### src/hw/rtl/bsfd_pkg.sv
`timescale 1ns / 1ps

package bsfd_pkg;

    localparam int FRAME_CAPACITY = 32;
    localparam int ADDR_W         = $clog2(FRAME_CAPACITY);
    localparam int CNT_W          = $clog2(FRAME_CAPACITY + 1);
    localparam int CFG_IDX_W      = 2;
    localparam int CFG_W          = 8;

    typedef logic [7:0] byte_t;

    typedef enum logic [CFG_IDX_W-1:0] {
        REG_START  = 2'd0,
        REG_STOP   = 2'd1,
        REG_ESCAPE = 2'd2
    } cfg_reg_t;

    localparam byte_t START_RESET  = 8'd2;
    localparam byte_t STOP_RESET   = 8'd3;
    localparam byte_t ESCAPE_RESET = 8'd16;

    // Handoff from the byte parser to the frame emitter when a frame closes.
    typedef struct packed {
        logic             go;
        logic [CNT_W-1:0] count;
        logic             ovf;
        byte_t            command;
    } emit_req_t;

endpackage

### src/hw/rtl/byte_stuffed_frame_decoder.sv
`timescale 1ns / 1ps

// Start/stop/escape byte-stuffing deframer.
// Input channel s_*: one raw link byte per word (s_in_byte), valid/ready.
// Output channel m_*: one word per payload byte of a closed frame, each with
// the frame's command byte, the overflow flag and last on the final word.
// A frame holding only its command gives one word with m_has_payload low.
// Config port: cfg_wr_en/cfg_index/cfg_wdata, index 0 start, 1 stop,
// 2 escape; writes take effect next cycle. Writes are for idle only; the block itself does not enforce it.
// Input bytes are taken only while no frame is being emitted.
// The first output word is valid in the cycle after the closing stop for a
// command-only frame and after a RAM read state (ST_RD) otherwise; each
// further payload word goes through a RAM read state and an output state
// (ST_OUT), set by the single read port of the frame buffer.
// s_ready is low from the closing stop until the last word is taken;
// a stalled receiver simply holds the output word and the input stays off.
// Reset (aresetn low, synchronous) closes any frame, clears the escape
// state and restores the default start/stop/escape values 2/3/16.

module byte_stuffed_frame_decoder (
    input  logic                            aclk,
    input  logic                            aresetn,
    // configuration
    input  logic                            cfg_wr_en,
    input  logic [bsfd_pkg::CFG_IDX_W-1:0]  cfg_index,
    input  logic [bsfd_pkg::CFG_W-1:0]      cfg_wdata,
    // raw link bytes
    input  logic                            s_valid,
    output logic                            s_ready,
    input  bsfd_pkg::byte_t                 s_in_byte,
    // decoded frame words
    output logic                            m_valid,
    input  logic                            m_ready,
    output bsfd_pkg::byte_t                 m_command,
    output bsfd_pkg::byte_t                 m_payload_byte,
    output logic                            m_has_payload,
    output logic                            m_last,
    output logic                            m_overflow
);

    import bsfd_pkg::*;

    logic              accept;
    logic              emit_idle;
    logic              mem_we, mem_re;
    logic [ADDR_W-1:0] mem_waddr, mem_raddr;
    byte_t             mem_wdata, mem_rdata;
    emit_req_t         req;

    // parser only runs while the emitter is not walking the buffer
    assign s_ready = emit_idle;
    assign accept  = s_valid && s_ready;

    bsfd_parse u_parse (
        .aclk      (aclk),
        .aresetn   (aresetn),
        .cfg_wr_en (cfg_wr_en),
        .cfg_index (cfg_index),
        .cfg_wdata (cfg_wdata),
        .accept    (accept),
        .in_byte   (s_in_byte),
        .mem_we    (mem_we),
        .mem_waddr (mem_waddr),
        .mem_wdata (mem_wdata),
        .req       (req)
    );

    // frame buffer, contents undefined until written in the current frame
    bsfd_ram #(
        .WIDTH (8),
        .DEPTH (FRAME_CAPACITY)
    ) u_ram (
        .aclk  (aclk),
        .we    (mem_we),
        .waddr (mem_waddr),
        .wdata (mem_wdata),
        .re    (mem_re),
        .raddr (mem_raddr),
        .rdata (mem_rdata)
    );

    bsfd_emit u_emit (
        .aclk           (aclk),
        .aresetn        (aresetn),
        .req            (req),
        .idle           (emit_idle),
        .mem_re         (mem_re),
        .mem_raddr      (mem_raddr),
        .mem_rdata      (mem_rdata),
        .m_valid        (m_valid),
        .m_ready        (m_ready),
        .m_command      (m_command),
        .m_payload_byte (m_payload_byte),
        .m_has_payload  (m_has_payload),
        .m_last         (m_last),
        .m_overflow     (m_overflow)
    );

    // buffer is never written and read in the same cycle
    a_no_rw_overlap: assert property (@(posedge aclk) disable iff (!aresetn)
        !(mem_we && mem_re))
        else $error("frame buffer written during emission");

    // a frame close always hands off to an idle emitter
    a_go_when_idle: assert property (@(posedge aclk) disable iff (!aresetn)
        req.go |=> !s_ready)
        else $error("input still open after frame close");

endmodule

### src/hw/rtl/bsfd_ram.sv
`timescale 1ns / 1ps

module bsfd_ram #(
    parameter int WIDTH = 8,
    parameter int DEPTH = 32
) (
    input  logic                     aclk,
    input  logic                     we,
    input  logic [$clog2(DEPTH)-1:0] waddr,
    input  logic [WIDTH-1:0]         wdata,
    input  logic                     re,
    input  logic [$clog2(DEPTH)-1:0] raddr,
    output logic [WIDTH-1:0]         rdata
);

    logic [WIDTH-1:0] mem [DEPTH];
    logic [WIDTH-1:0] rdata_reg;

    always_ff @(posedge aclk) begin
        if (we) begin
            mem[waddr] <= wdata;
        end
        if (re) begin
            rdata_reg <= mem[raddr];
        end
    end

    assign rdata = rdata_reg;

endmodule

### src/hw/rtl/bsfd_parse.sv
`timescale 1ns / 1ps

module bsfd_parse (
    input  logic                                aclk,
    input  logic                                aresetn,
    input  logic                                cfg_wr_en,
    input  logic [bsfd_pkg::CFG_IDX_W-1:0]      cfg_index,
    input  logic [bsfd_pkg::CFG_W-1:0]          cfg_wdata,
    input  logic                                accept,
    input  bsfd_pkg::byte_t                     in_byte,
    output logic                                mem_we,
    output logic [bsfd_pkg::ADDR_W-1:0]         mem_waddr,
    output bsfd_pkg::byte_t                     mem_wdata,
    output bsfd_pkg::emit_req_t                 req
);

    import bsfd_pkg::*;

    byte_t            start_reg, stop_reg, escape_reg;
    byte_t            cmd_reg, cmd_next;
    logic [CNT_W-1:0] fill_reg, fill_next;
    logic             pend_reg, pend_next;
    logic             inframe_reg, inframe_next;
    logic             ovf_reg, ovf_next;

    logic is_esc, is_start, is_stop, is_other, store, full;

    // escape wins over start, start over stop
    assign is_esc   = (in_byte == escape_reg);
    assign is_start = !is_esc && (in_byte == start_reg);
    assign is_stop  = !is_esc && !is_start && (in_byte == stop_reg);
    assign is_other = !is_esc && !is_start && !is_stop;
    assign full     = (fill_reg == CNT_W'(FRAME_CAPACITY));

    assign store = accept && inframe_reg &&
                   (((is_esc || is_start || is_stop) && pend_reg) ||
                    (is_other && !pend_reg));

    assign mem_we    = store && !full;
    assign mem_waddr = fill_reg[ADDR_W-1:0];
    assign mem_wdata = in_byte;

    always_comb begin
        fill_next    = fill_reg;
        pend_next    = pend_reg;
        inframe_next = inframe_reg;
        ovf_next     = ovf_reg;
        cmd_next     = cmd_reg;
        req          = '0;
        req.count    = fill_reg;
        req.ovf      = ovf_reg;
        req.command  = cmd_reg;
        if (store) begin
            if (full) begin
                ovf_next = 1'b1;
            end else begin
                fill_next = fill_reg + CNT_W'(1);
                if (fill_reg == '0) begin
                    cmd_next = in_byte;
                end
            end
        end
        if (accept) begin
            priority if (is_esc) begin
                pend_next = !pend_reg;
            end else if (is_start || is_stop) begin
                if (pend_reg) begin
                    pend_next = 1'b0;
                end else if (is_start) begin
                    fill_next    = '0;
                    ovf_next     = 1'b0;
                    inframe_next = 1'b1;
                end else if (inframe_reg) begin
                    req.go       = (fill_reg != '0);
                    inframe_next = 1'b0;
                    fill_next    = '0;
                    ovf_next     = 1'b0;
                end
            end else begin
                if (inframe_reg && pend_reg) begin
                    pend_next = 1'b0;
                end
            end
        end
    end

    always_ff @(posedge aclk) begin
        if (!aresetn) begin
            start_reg   <= START_RESET;
            stop_reg    <= STOP_RESET;
            escape_reg  <= ESCAPE_RESET;
            fill_reg    <= '0;
            pend_reg    <= 1'b0;
            inframe_reg <= 1'b0;
            ovf_reg     <= 1'b0;
        end else begin
            if (cfg_wr_en) begin
                unique case (cfg_index)
                    REG_START:  start_reg  <= cfg_wdata;
                    REG_STOP:   stop_reg   <= cfg_wdata;
                    REG_ESCAPE: escape_reg <= cfg_wdata;
                    default: ;
                endcase
            end
            fill_reg    <= fill_next;
            pend_reg    <= pend_next;
            inframe_reg <= inframe_next;
            ovf_reg     <= ovf_next;
        end
        cmd_reg <= cmd_next;
    end

    a_fill_bound: assert property (@(posedge aclk) disable iff (!aresetn)
        fill_reg <= CNT_W'(FRAME_CAPACITY))
        else $error("fill count beyond capacity");

endmodule

### src/hw/rtl/bsfd_emit.sv
`timescale 1ns / 1ps

module bsfd_emit (
    input  logic                        aclk,
    input  logic                        aresetn,
    input  bsfd_pkg::emit_req_t         req,
    output logic                        idle,
    output logic                        mem_re,
    output logic [bsfd_pkg::ADDR_W-1:0] mem_raddr,
    input  bsfd_pkg::byte_t             mem_rdata,
    output logic                        m_valid,
    input  logic                        m_ready,
    output bsfd_pkg::byte_t             m_command,
    output bsfd_pkg::byte_t             m_payload_byte,
    output logic                        m_has_payload,
    output logic                        m_last,
    output logic                        m_overflow
);

    import bsfd_pkg::*;

    typedef enum logic [1:0] {
        ST_IDLE,
        ST_RD,
        ST_OUT
    } state_t;

    state_t           state_reg;
    logic [ADDR_W-1:0] k_reg;
    logic [CNT_W-1:0] cnt_reg;
    logic             ovf_reg, valid_reg, last_reg, haspay_reg;
    byte_t            cmd_reg;

    assign idle      = (state_reg == ST_IDLE);
    assign mem_re    = (state_reg == ST_RD);
    assign mem_raddr = k_reg;

    // payload comes straight off the RAM's read register, held while in ST_OUT
    assign m_valid        = valid_reg;
    assign m_command      = cmd_reg;
    assign m_payload_byte = haspay_reg ? mem_rdata : '0;
    assign m_has_payload  = haspay_reg;
    assign m_last         = last_reg;
    assign m_overflow     = ovf_reg;

    always_ff @(posedge aclk) begin
        if (!aresetn) begin
            state_reg <= ST_IDLE;
            valid_reg <= 1'b0;
        end else begin
            unique case (state_reg)
                ST_IDLE: begin
                    if (req.go) begin
                        cnt_reg <= req.count;
                        ovf_reg <= req.ovf;
                        cmd_reg <= req.command;
                        if (req.count == CNT_W'(1)) begin
                            haspay_reg <= 1'b0;
                            last_reg   <= 1'b1;
                            valid_reg  <= 1'b1;
                            state_reg  <= ST_OUT;
                        end else begin
                            haspay_reg <= 1'b1;
                            k_reg      <= ADDR_W'(1);
                            state_reg  <= ST_RD;
                        end
                    end
                end
                ST_RD: begin
                    valid_reg <= 1'b1;
                    last_reg  <= ((CNT_W'(k_reg) + CNT_W'(1)) == cnt_reg);
                    state_reg <= ST_OUT;
                end
                ST_OUT: begin
                    if (m_ready) begin
                        valid_reg <= 1'b0;
                        if (last_reg) begin
                            state_reg <= ST_IDLE;
                        end else begin
                            k_reg     <= k_reg + ADDR_W'(1);
                            state_reg <= ST_RD;
                        end
                    end
                end
                default: state_reg <= ST_IDLE;
            endcase
        end
    end

    a_read_in_frame: assert property (@(posedge aclk) disable iff (!aresetn)
        (state_reg == ST_RD) |-> (CNT_W'(k_reg) < cnt_reg))
        else $error("read past end of stored frame");

    a_cmd_only_last: assert property (@(posedge aclk) disable iff (!aresetn)
        (valid_reg && !haspay_reg) |-> last_reg)
        else $error("command-only word without last");

    a_gap_after_word: assert property (@(posedge aclk) disable iff (!aresetn)
        (valid_reg && m_ready && !last_reg) |=> (!valid_reg && state_reg == ST_RD))
        else $error("next payload word must go through a read cycle");

endmodule

### config.mk
export PLATFORM = sky130hd
export DESIGN_NAME = byte_stuffed_frame_decoder
export DESIGN_NICKNAME = d
export VERILOG_FILES = /design/src/hw/rtl/bsfd_pkg.sv /design/src/hw/rtl/byte_stuffed_frame_decoder.sv /design/src/hw/rtl/bsfd_ram.sv /design/src/hw/rtl/bsfd_parse.sv /design/src/hw/rtl/bsfd_emit.sv
export SDC_FILE = /design/constraint.sdc
export NUM_CORES = 1
export LEC_CHECK = 0
export BUFFER_PORTS_ARGS = -buffer_cell sky130_fd_sc_hd__buf_4
export CAP_MARGIN = 40
export CORE_MARGIN = 2
export CORE_UTILIZATION = 60
export DETAILED_ROUTE_END_ITERATION = 7
export MAX_ROUTING_LAYER = met4
export PLACE_DENSITY = 0.77
export RECOVER_POWER = 50
export SYNTH_ARGS = -nofsm -noshare
export SYNTH_HDL_FRONTEND = slang
export SYNTH_SLANG_ARGS = --single-unit
export TNS_END_PERCENT = 5
### constraint.sdc
create_clock -name aclk -period 6.9 [get_ports aclk]
set_input_delay 0 -clock aclk [delete_from_list [all_inputs] [get_ports aclk]]
set_output_delay 0 -clock aclk [all_outputs]
set_load 0.005 [all_outputs]
==> reports/results.txt, run 1 <==
Core Region -> 0.0219 sq mm
Max Root-Sink Buffers -> 3
I/O Pins -> 44
Post-Syn Instances -> 799
Setup TNS -> 0 ps
First-pass GRT wire length -> 47.5 mm
Post-synthesis async set-or-reset flop share -> 0%
Synth Cell Area -> 0.0134 sq mm
Dpl hpwl -> 19.2 mm
Max-Cap Viols -> 8
H-tree Lvls -> 2
Final period utilization -> 62.8%
Hold slack -> 20.3 ps
R2R Setup Slk -> 3540 ps
Routability cong. -> 0.888
Status -> finished, violations left
Top cells by count, synth -> 294 x edfxtp_1, 72 x mux2i_1, 40 x mux4_2, 40 x nand2_1, 37 x and3_1
Initial core utilization -> 61.2%
First DRT Iteration DRCs -> 954
Final WL -> 31.0 mm
Power per Cell Area -> 264 mW/mm^2
Synth area leaders -> edfxtp_1 66%, mux4_2 6.7%, dfxtp_1 5.4%
Number of synthesis warnings -> 0
Worst Tran Pin Value -> 2170 ps
CTS sink count -> 330
Die W -> 153 um
Unrepaired setup endpoints after global routing -> no
Register-to-Register Path Depth -> 6
Synth area leader -> edfxtp_1
Cell row count -> 54
Grt ovf -> 0
Worst Hold Class -> input port to register
Post-synth cell types -> 50
Clock Skews -> 26.0 ps
Most Frequent Cell on Critical Path -> nor3_4
Vias in the first global route -> 7,582
Clk_lat worst skew -> 520 ps
GRT Total Usage -> 27.7%
Antenna violations before repair -> 1
Hold path depth -> 5
R2R Path Start -> u_emit.mem_raddr[0]
Die ar. -> 0.0235 sq mm
Fillers -> 1,395
Syn avg cell area -> 16.8 sq um
Most frequent cell after synthesis -> edfxtp_1
Type of origin of the critical path -> input port
Peak supply drop -> 0.205 mV
Failing checks -> capacitance limit, slew limit
Post-synth EDFFs -> 294
Initial DRT Pass Iterations -> 6
Setup violators final -> 0
Critical Path Max Stage Delay -> 1460 ps
# port buffers -> 43
Synthesized Nets -> 827
Maximum clock rate -> 231 MHz
Post-synthesis sequential area ratio -> 71.3%
Remaining DRCs -> 0
Top cell type's share of synthesized area -> 65.9%
Die Y -> 153 um
Place WS -> 3630 ps
Final Slew Violations -> 296
Flops & latches, synth -> 330
Ys flop type -> edfxtp_1
Hold EP -> u_parse.start_reg[1]
Critical path's slowest cell -> clkbuf_1
DR vias -> 7,737
Largest reg by FF count -> u_ram.mem
Clk root buf -> clkbuf_16
Crit path required time -> 7040 ps
Max FFs per register -> 256
CTS tree -> built
Nets -> 894
Launch point of the worst hold path -> cfg_index[1]
Clock slew seen by the registers of the worst setup and hold paths -> 60 ps
Final hold vios -> 0
Via density -> 6.61
Worst r2r dst -> u_ram.rdata[0]
Crit-path cells -> dlygate4sd3_1 > clkbuf_1 > xor2_1 > nor4_1 > and2_1 > nor3_4 > xnor2_2 > nor3_4 > buf_4 > and3_1
CP Data Arrival Time -> 4480 ps
Largest net degree at the start of global routing -> 53
Wire per inst -> 26.5 um
Max FO, Critical Path -> 36
Final WS setup -> 2560 ps
Pleak -> 0.00537 uW
Layout area overhead -> 13.5%
Slew HR -> -44.8%
Setup Crit Path Kind -> input port to register
Post-DRT Antenna Nets -> 0
Num CTS Buffers -> 34
Final Critical Period -> 4340 ps
Fraction of layout cells with a size suffix above 1 -> 15.3%
CP Capture Type -> register
how the worst max path moves through the flow:
stage	startpoint	end	slack [ps]	depth (start not counted)
after floorplan	u_emit.state_reg[1]	u_emit.mem_raddr[0]	4460	6
after global placement	u_emit.mem_raddr[0]	u_ram.rdata[0]	3700	6
after detailed placement	u_emit.mem_raddr[0]	u_ram.rdata[0]	3630	6
after CTS	u_emit.mem_raddr[0]	u_ram.rdata[0]	3580	6
after global routing	s_in_byte[0]	u_ram.mem[8][6]	2250	10
final	s_in_byte[1]	u_ram.mem[2][6]	2560	10
cell type report:
| type | count | area (sq um) | area share, % |
|---|---|---|---|
| Multi-Input combinational cell | 419 | 3630 | 23.9 |
| Sequential cell | 330 | 9550 | 62.8 |
| Clock buffer | 43 | 906 | 5.96 |
| Inverter | 6 | 22.5 | 0.148 |
| Tap cell | 280 | 350 | 2.30 |
| Timing Repair Buffer | 75 | 602 | 3.96 |
| Antenna cell | 1 | 2.50 | 0.0165 |
| Clock inverter | 16 | 139 | 0.914 |
metal layers:
metal	GRT usage [%]	part of all wire, %	up-vias	routed length (um)
met1	38.4	39	3903	12200
met2	42.9	49	489	15100
met5	-	0	-	0
met3	5.10	9.6	58	2980
met4	7.86	2.4	0	735
li1	-	-	3287	-
critical path: cells and delay by family:
kind	cells	cell delay [ps]
XOR/XNOR	2	420
AND/OR/NAND/NOR	5	1720
buffers and inverters	3	2300
cells by family (layout without fill, tap and decap cells):
kind of cell / after synthesis / after routing / synth area share (%)
other cells: 0 / 1 / 0
compound gates: 99 / 99 / 5.07
mux: 112 / 112 / 12.1
fa+ha+maj: 5 / 5 / 0.467
simple gates: 169 / 169 / 7.18
flops: 330 / 330 / 71.3
buf+inv: 50 / 140 / 1.58
xor+xnor: 34 / 34 / 2.28
per-stage QoR:
step	utilization, %	std cells	area [sq um]	total power, uW
4_1_cts	69.5	1167	15200	4020
6_report	69.4	1170	15200	4010
3_3_place_gp	63.6	1085	13900	2300
2_1_floorplan	-	799	13400	2250
5_1_grt	69.4	1170	15200	4110
3_5_place_dp	63.8	1087	14000	2300
what timing repair did:
action / 4_1_cts / 5_1_grt
hold endpoints to repair: 231 / 0
buffers inserted: 0 / 0
hold buffers: 21 / 0
resized for setup: 0 / 0
cell usage in the layout, fill, tap and decap left out, drive strengths merged, types with 2 or more instances in the layout:
| master | synthesis | final |
|---|---|---|
| nor3 | 6 | 6 |
| nor2b | 22 | 22 |
| and2 | 12 | 12 |
| and3 | 37 | 37 |
| a21boi | 2 | 2 |
| a31o | 2 | 2 |
| nand2b | 5 | 5 |
| dfxtp | 36 | 36 |
| nand3 | 8 | 8 |
| a31oi | 5 | 5 |
| or2 | 2 | 2 |
| and3b | 2 | 2 |
| nor3b | 8 | 8 |
| o221ai | 33 | 33 |
| inv | 6 | 7 |
| o21ai | 26 | 26 |
| nand3b | 2 | 2 |
| nor2 | 13 | 13 |
| clkinvlp | 0 | 2 |
| nand4 | 4 | 4 |
| ha | 5 | 5 |
| nand2 | 40 | 40 |
| xor2 | 12 | 12 |
| buf | 17 | 32 |
| nor4 | 4 | 4 |
| a21oi | 14 | 14 |
| o31ai | 3 | 3 |
| mux2i | 72 | 72 |
| xnor2 | 22 | 22 |
| clkbuf | 27 | 65 |
| mux4 | 40 | 40 |
| o22ai | 8 | 8 |
| bufinv | 0 | 2 |
| dlygate4sd3 | 0 | 21 |
| clkinv | 0 | 11 |
| edfxtp | 294 | 294 |
report_power, final:
group	switching [uW]	total (uW)	leakage [uW]	internal, uW
Clock	733	1740	0.000503	1010
Combinational	56.4	88.8	0.00192	32.3
Sequential	6.34	2180	0.00295	2180
No activity file was read; power rests on OpenSTA's default activity.
==> inputs of run 2 (changes only) <==
--- a/config.mk
+++ b/config.mk
@@ -8,10 +8,10 @@
 export BUFFER_PORTS_ARGS = -buffer_cell sky130_fd_sc_hd__buf_4
 export CAP_MARGIN = 40
 export CORE_MARGIN = 2
-export CORE_UTILIZATION = 60
+export CORE_UTILIZATION = 56
 export DETAILED_ROUTE_END_ITERATION = 7
 export MAX_ROUTING_LAYER = met4
-export PLACE_DENSITY = 0.77
+export PLACE_DENSITY = 0.76
 export RECOVER_POWER = 50
 export SYNTH_ARGS = -nofsm -noshare
 export SYNTH_HDL_FRONTEND = slang
==> constraint.sdc (replaced) <==
create_clock -name aclk -period 3.97 [get_ports aclk]
set_input_delay 0 -clock aclk [delete_from_list [all_inputs] [get_ports aclk]]
set_output_delay 0 -clock aclk [all_outputs]
set_load 0.005 [all_outputs]
==> run 2 against run 1 <==
The flow still finishes with violations (capacitance limit, slew limit). Combinational power rose by 87%. Cell count increased by 3.2%. Register-to-register slack worse by 2600 ps. Cell area rose by 0.28%. Global-route usage is 1.5 points lower. Setup slack worse by 1700 ps. Critical endpoint is now u_ram.mem[11][5]. Highest routed layer unchanged. Wire length decreased by 0.37%.
==> reports/results.txt, run 2 (synthesized netlist as in run 1, its figures left out) <==
Initial core utilization -> 57.0%
Num CTS Buffers -> 31
Slew HR -> -31.5%
Crit path required time -> 4170 ps
Final period utilization -> 79.2%
Crit-path cells -> dlygate4sd3_1 > clkbuf_1 > xor2_1 > nor4_1 > and2_1 > nor3_4 > xnor2_2 > nor3_4 > buf_4 > and3_1
GRT Total Usage -> 26.1%
Worst Tran Pin Value -> 1970 ps
Dpl hpwl -> 19.5 mm
Clock share of power -> 43.4%
Layout area overhead -> 13.8%
Launch point of the worst hold path -> s_valid
Critical Path Max Stage Delay -> 520 ps
Largest reg by FF count -> u_ram.mem
Final WL -> 30.9 mm
First-pass GRT wire length -> 46.3 mm
Status -> finished, violations left
Combinational share of power -> 2.4%
R2R Path Start -> u_emit.state_reg[1]
Crit-path leading delay family -> simple AND/OR/NAND/NOR gates
Pleak -> 0.00537 uW
R2R Setup Slk -> 970 ps
Gates resized, CTS repair -> 0
Setup violators final -> 0
Wire per inst -> 25.6 um
Clk_lat worst skew -> 550 ps
Final Slew Violations -> 100
Clk root buf -> clkbuf_16
Max FFs per register -> 256
Cells after DPL -> 1,128
Final non-filler cell total -> 1,208
Register-to-Register Path Depth -> 6
Setup Crit Path Kind -> input port to register
Final Critical Period -> 3140 ps
Core Region -> 0.0235 sq mm
Clock Skews -> 7.17 ps
CTS sink count -> 330
CTS tree -> built
Type of origin of the critical path -> input port
Worst setup startpoint -> s_in_byte[5]
Grt ovf -> 0
First DRT Iteration DRCs -> 846
Failing checks -> capacitance limit, slew limit
Clock slew seen by the registers of the worst setup and hold paths -> 60 ps
CP Buf/Inv Count -> 3
Nets -> 893
Largest net degree at the start of global routing -> 90
Hold path depth -> 5
Via density -> 6.32
Seq pwr share -> 54.2%
Most Frequent Cell on Critical Path -> nor3_4
Fillers -> 1,596
Max FO, Critical Path -> 31
Post-DRT Antenna Nets -> 0
Die Y -> 159 um
Cell row count -> 56
H-tree Lvls -> 1
Peak supply drop -> 0.313 mV
Finished Core Util -> 64.9%
DR vias -> 7,638
Setup TNS -> 0 ps
# port buffers -> 43
Max Root-Sink Buffers -> 3
Antenna violations before repair -> 1
Final hold vios -> 0
Worst Hold Class -> input port to register
Setup Fix Bufs, Post-CTS -> 0
Worst r2r dst -> u_emit.mem_raddr[1]
Initial DRT Pass Iterations -> 5
CP Data Arrival Time -> 3350 ps
Most frequent cells in the layout -> 294 x edfxtp_1, 72 x mux2i_1, 40 x nand2_1, 40 x mux4_2, 37 x and3_1
Die W -> 159 um
Hold EP -> u_parse.pend_reg
Power per Cell Area -> 458 mW/mm^2
Net Sw Frac -> 19.1%
Most common cell after layout, fill and taps aside -> edfxtp_1
Die ar. -> 0.0252 sq mm
Post-CTS Hold Buffers -> 23
Hold slack -> 42.7 ps
Remaining DRCs -> 0
I/O Pins -> 44
Critical path's slowest cell -> dlygate4sd3_1
Vias in the first global route -> 7,615
Max-Cap Viols -> 3
Fraction of layout cells with a size suffix above 1 -> 15.3%
Cell internal pwr -> 5660 uW
CP Capture Type -> register
NetSw -> 1330 uW
Maximum clock rate -> 318 MHz
Unrepaired setup endpoints after global routing -> no
Routability cong. -> 1.00
-- run 2: worst max-delay path by stage --
stage / endpoint / slack (ps) / cells past startpoint
6_report: u_ram.mem[11][5] / 830 / 10
5_1_grt: u_ram.mem[18][7] / 620 / 10
4_1_cts: u_emit.mem_raddr[1] / 950 / 6
3_5_place_dp: u_emit.mem_raddr[2] / 940 / 6
3_3_place_gp: u_ram.mem[31][0] / 1010 / 9
2_1_floorplan: u_emit.mem_raddr[0] / 1530 / 6
-- run 2: final cells by class --
cell class | instances | area (sq um) | share of cell area [%]
diodes | 1 | 2.50 | 0.0164
clock buffers | 36 | 795 | 5.21
clock inverters | 20 | 254 | 1.67
inverters | 6 | 22.5 | 0.148
multi-input cells | 419 | 3630 | 23.8
flip-flops and latches | 330 | 9550 | 62.6
well taps | 319 | 399 | 2.62
repair buffers | 77 | 592 | 3.88
-- run 2: layer usage --
metal,up-vias,share of wire (%),wire (um),global-route usage (%)
met2,471,50,15500,42.9
met5,-,0,0,-
li1,3297,-,-,-
met4,0,3.7,1140,9.70
met3,93,9.4,2890,4.08
met1,3777,37,11400,33.5
-- run 2: metrics by stage --
step                      power [uW]  worst slack, ps  cell area (sq um)
after global routing            7170              615              15200
after CTS                       7010              946              15300
after floorplan                 3920             1530              13400
after detailed placement        4020              942              14000
after global placement          4010             1010              14000
final                           6990              825              15200
-- run 2: tightest hold or removal path, stage by stage --
cell and delay, ps:
buf_4 130, or3b_2 210, nor2_1 60, nand2_1 60, a21boi_0 70
-- run 2: power by group through the flow --
stage / Sequential (uW) / Clock, uW / Combinational (uW)
2_1_floorplan: 3860 / 0 / 55.6
3_3_place_gp: 3860 / 0 / 148
3_5_place_dp: 3860 / 0 / 152
4_1_cts: 3790 / 3060 / 169
5_1_grt: 3790 / 3210 / 178
6_report: 3790 / 3030 / 166
==> inputs of run 3 (changes only) <==
--- a/config.mk
+++ b/config.mk
@@ -8,10 +8,10 @@
 export BUFFER_PORTS_ARGS = -buffer_cell sky130_fd_sc_hd__buf_4
 export CAP_MARGIN = 40
 export CORE_MARGIN = 2
-export CORE_UTILIZATION = 56
+export CORE_UTILIZATION = 60
 export DETAILED_ROUTE_END_ITERATION = 7
 export MAX_ROUTING_LAYER = met4
-export PLACE_DENSITY = 0.76
+export PLACE_DENSITY = 0.77
 export RECOVER_POWER = 50
 export SYNTH_ARGS = -nofsm -noshare
 export SYNTH_HDL_FRONTEND = slang
==> constraint.sdc (replaced) <==
create_clock -name aclk -period 3.28 [get_ports aclk]
set_input_delay 0 -clock aclk [delete_from_list [all_inputs] [get_ports aclk]]
set_output_delay 0 -clock aclk [all_outputs]
set_load 0.005 [all_outputs]
==> run 3 against run 2 <==
The run still ends with capacitance limit, slew limit left. Flip-flop and latch count stayed put. Via count is 0.46% lower. Non-clock buffer count is 4 higher. Largest cell class unchanged.
==> reports/results.txt, run 3 (synthesized netlist as in run 1, its figures left out) <==
Initial DRT Pass Iterations -> 5
Most Frequent Cell on Critical Path -> nor3_4
Largest net degree at the start of global routing -> 49
Crit-path leading delay family -> simple AND/OR/NAND/NOR gates
Final WL -> 31.2 mm
Crit path required time -> 3440 ps
Peak supply drop -> 0.380 mV
Final WS setup -> 323 ps
Final Cell Area -> 0.0152 sq mm
Clock share of power -> 43.5%
Max FFs per register -> 256
I/O Pins -> 44
Pwr Total -> 8480 uW
Clk_lat worst skew -> 510 ps
Crit-path cells -> xor2_1 > nor4_1 > and2_1 > nor3_4 > xnor2_2 > nor3_4 > buf_12 > and3_1
Setup TNS -> 0 ps
Type of origin of the critical path -> register
Pleak -> 0.00540 uW
Worst Hold Class -> input port to register
Initial core utilization -> 61.2%
Setup Crit Path Kind -> register to register
Critical path's slowest cell -> nor4_1
Vias in the first global route -> 7,682
Clk root buf -> clkbuf_16
Die ar. -> 0.0235 sq mm
Setup violators final -> 0
Critical Path Max Stage Delay -> 470 ps
Max Root-Sink Buffers -> 3
Remaining DRCs -> 0
Max-Cap Viols -> 8
Final hold vios -> 0
Maximum clock rate -> 338 MHz
Cell row count -> 54
CP Data Arrival Time -> 3120 ps
CTS tree -> built
Max FO, Critical Path -> 33
Clock slew seen by the registers of the worst setup and hold paths -> 60 ps
CP Capture Type -> register
NetSw -> 1650 uW
Most common cell after layout, fill and taps aside -> edfxtp_1
CTS sink count -> 330
DR vias -> 7,603
Place WS -> 333 ps
Post-CTS Hold Buffers -> 15
Failing checks -> capacitance limit, slew limit
Setup Fix Bufs, Post-CTS -> 0
Num CTS Buffers -> 34
Fraction of layout cells with a size suffix above 1 -> 16.2%
Power per Cell Area -> 557 mW/mm^2
Cell Area, Placed -> 0.0141 sq mm
Combinational share of power -> 2.4%
First-pass GRT wire length -> 46.9 mm
Die W -> 153 um
Via density -> 6.47
Nets -> 900
Final Slew Violations -> 265
Layout area overhead -> 13.7%
Die Y -> 153 um
Hold path depth -> 5
Post-DRT Antenna Nets -> 0
Dpl hpwl -> 20.0 mm
Number of cells on the critical path -> 8
Register-to-Register Path Depth -> 8
Most frequent cells in the layout -> 294 x edfxtp_1, 72 x mux2i_1, 40 x nand2_1, 40 x mux4_2, 38 x buf_4
Net Sw Frac -> 19.4%
Largest reg by FF count -> u_ram.mem
Slew HR -> -44.0%
Ant. Diodes -> 0
Core Region -> 0.0219 sq mm
H-tree Lvls -> 2
Final Critical Period -> 2960 ps
Final period utilization -> 90.1%
Unrepaired setup endpoints after global routing -> no
Seq pwr share -> 54.1%
CP Buf/Inv Count -> 1
Routability cong. -> 0.895
Worst Tran Pin Value -> 2160 ps
Clock Skews -> 18.1 ps
# port buffers -> 43
Grt ovf -> 0
Cell internal pwr -> 6830 uW
First DRT Iteration DRCs -> 774
Gates resized, CTS repair -> 0
Antenna violations before repair -> 1
Wire per inst -> 26.6 um
Status -> finished, violations left
GRT Total Usage -> 27.9%
[run 3: worst paths after layout]
| kind | startpoint | end | slack (ps) |
|---|---|---|---|
| worst max-delay path | u_parse.stop_reg[2] | u_ram.mem[18][2] | 320 |
| worst max register to register | u_parse.stop_reg[2] | u_ram.mem[18][2] | 320 |
| worst min register to register | u_parse.cmd_reg[1] | u_emit.m_command[1] | 430 |
| worst min-delay path | s_valid | u_parse.pend_reg | 40 |
[run 3: area by class of cell]
type                    count  area [sq um]
repair buffers             81           614
fillers                  1375          6670
clock buffers              42           902
well taps                 280           350
clock inverters            17           159
flip-flops and latches    330          9550
multi-input cells         419          3630
inverters                   6          22.5
[run 3: worst reg2reg max path, stage by stage (launching register included)]
cell and delay [ps]:
dfxtp_1 320, xor2_1 160, nor4_1 470, and2_1 360, nor3_4 120, xnor2_2 240
nor3_4 280, buf_12 240, and3_1 430
[run 3: routing by layer]
metal | routed length, um | GRT usage [%] | vias to the layer above | part of all wire (%)
li1 | - | - | 3303 | -
met1 | 11900 | 36.3 | 3831 | 38
met4 | 1130 | 10.3 | 0 | 3.6
met5 | 0 | - | - | 0
met3 | 2610 | 5.10 | 69 | 8.4
met2 | 15500 | 44.7 | 400 | 50
[run 3: power groups by stage]
stage / clock network (uW) / logic, uW / registers [uW]
after floorplan: 0 / 67.3 / 4670
after global placement: 0 / 194 / 4670
after detailed placement: 0 / 199 / 4670
after CTS: 3710 / 212 / 4580
after global routing: 3890 / 219 / 4590
final: 3690 / 205 / 4590
[run 3: per-stage QoR]
stage | hold WS, ps | utilization [%] | std cells
final | 42.7 | 69.6 | 1175
after global placement | 238 | 64.3 | 1101
after floorplan | 98.9 | - | 799
after global routing | 75.7 | 69.6 | 1175
after detailed placement | 250 | 64.3 | 1101
after CTS | 29.6 | 69.8 | 1175
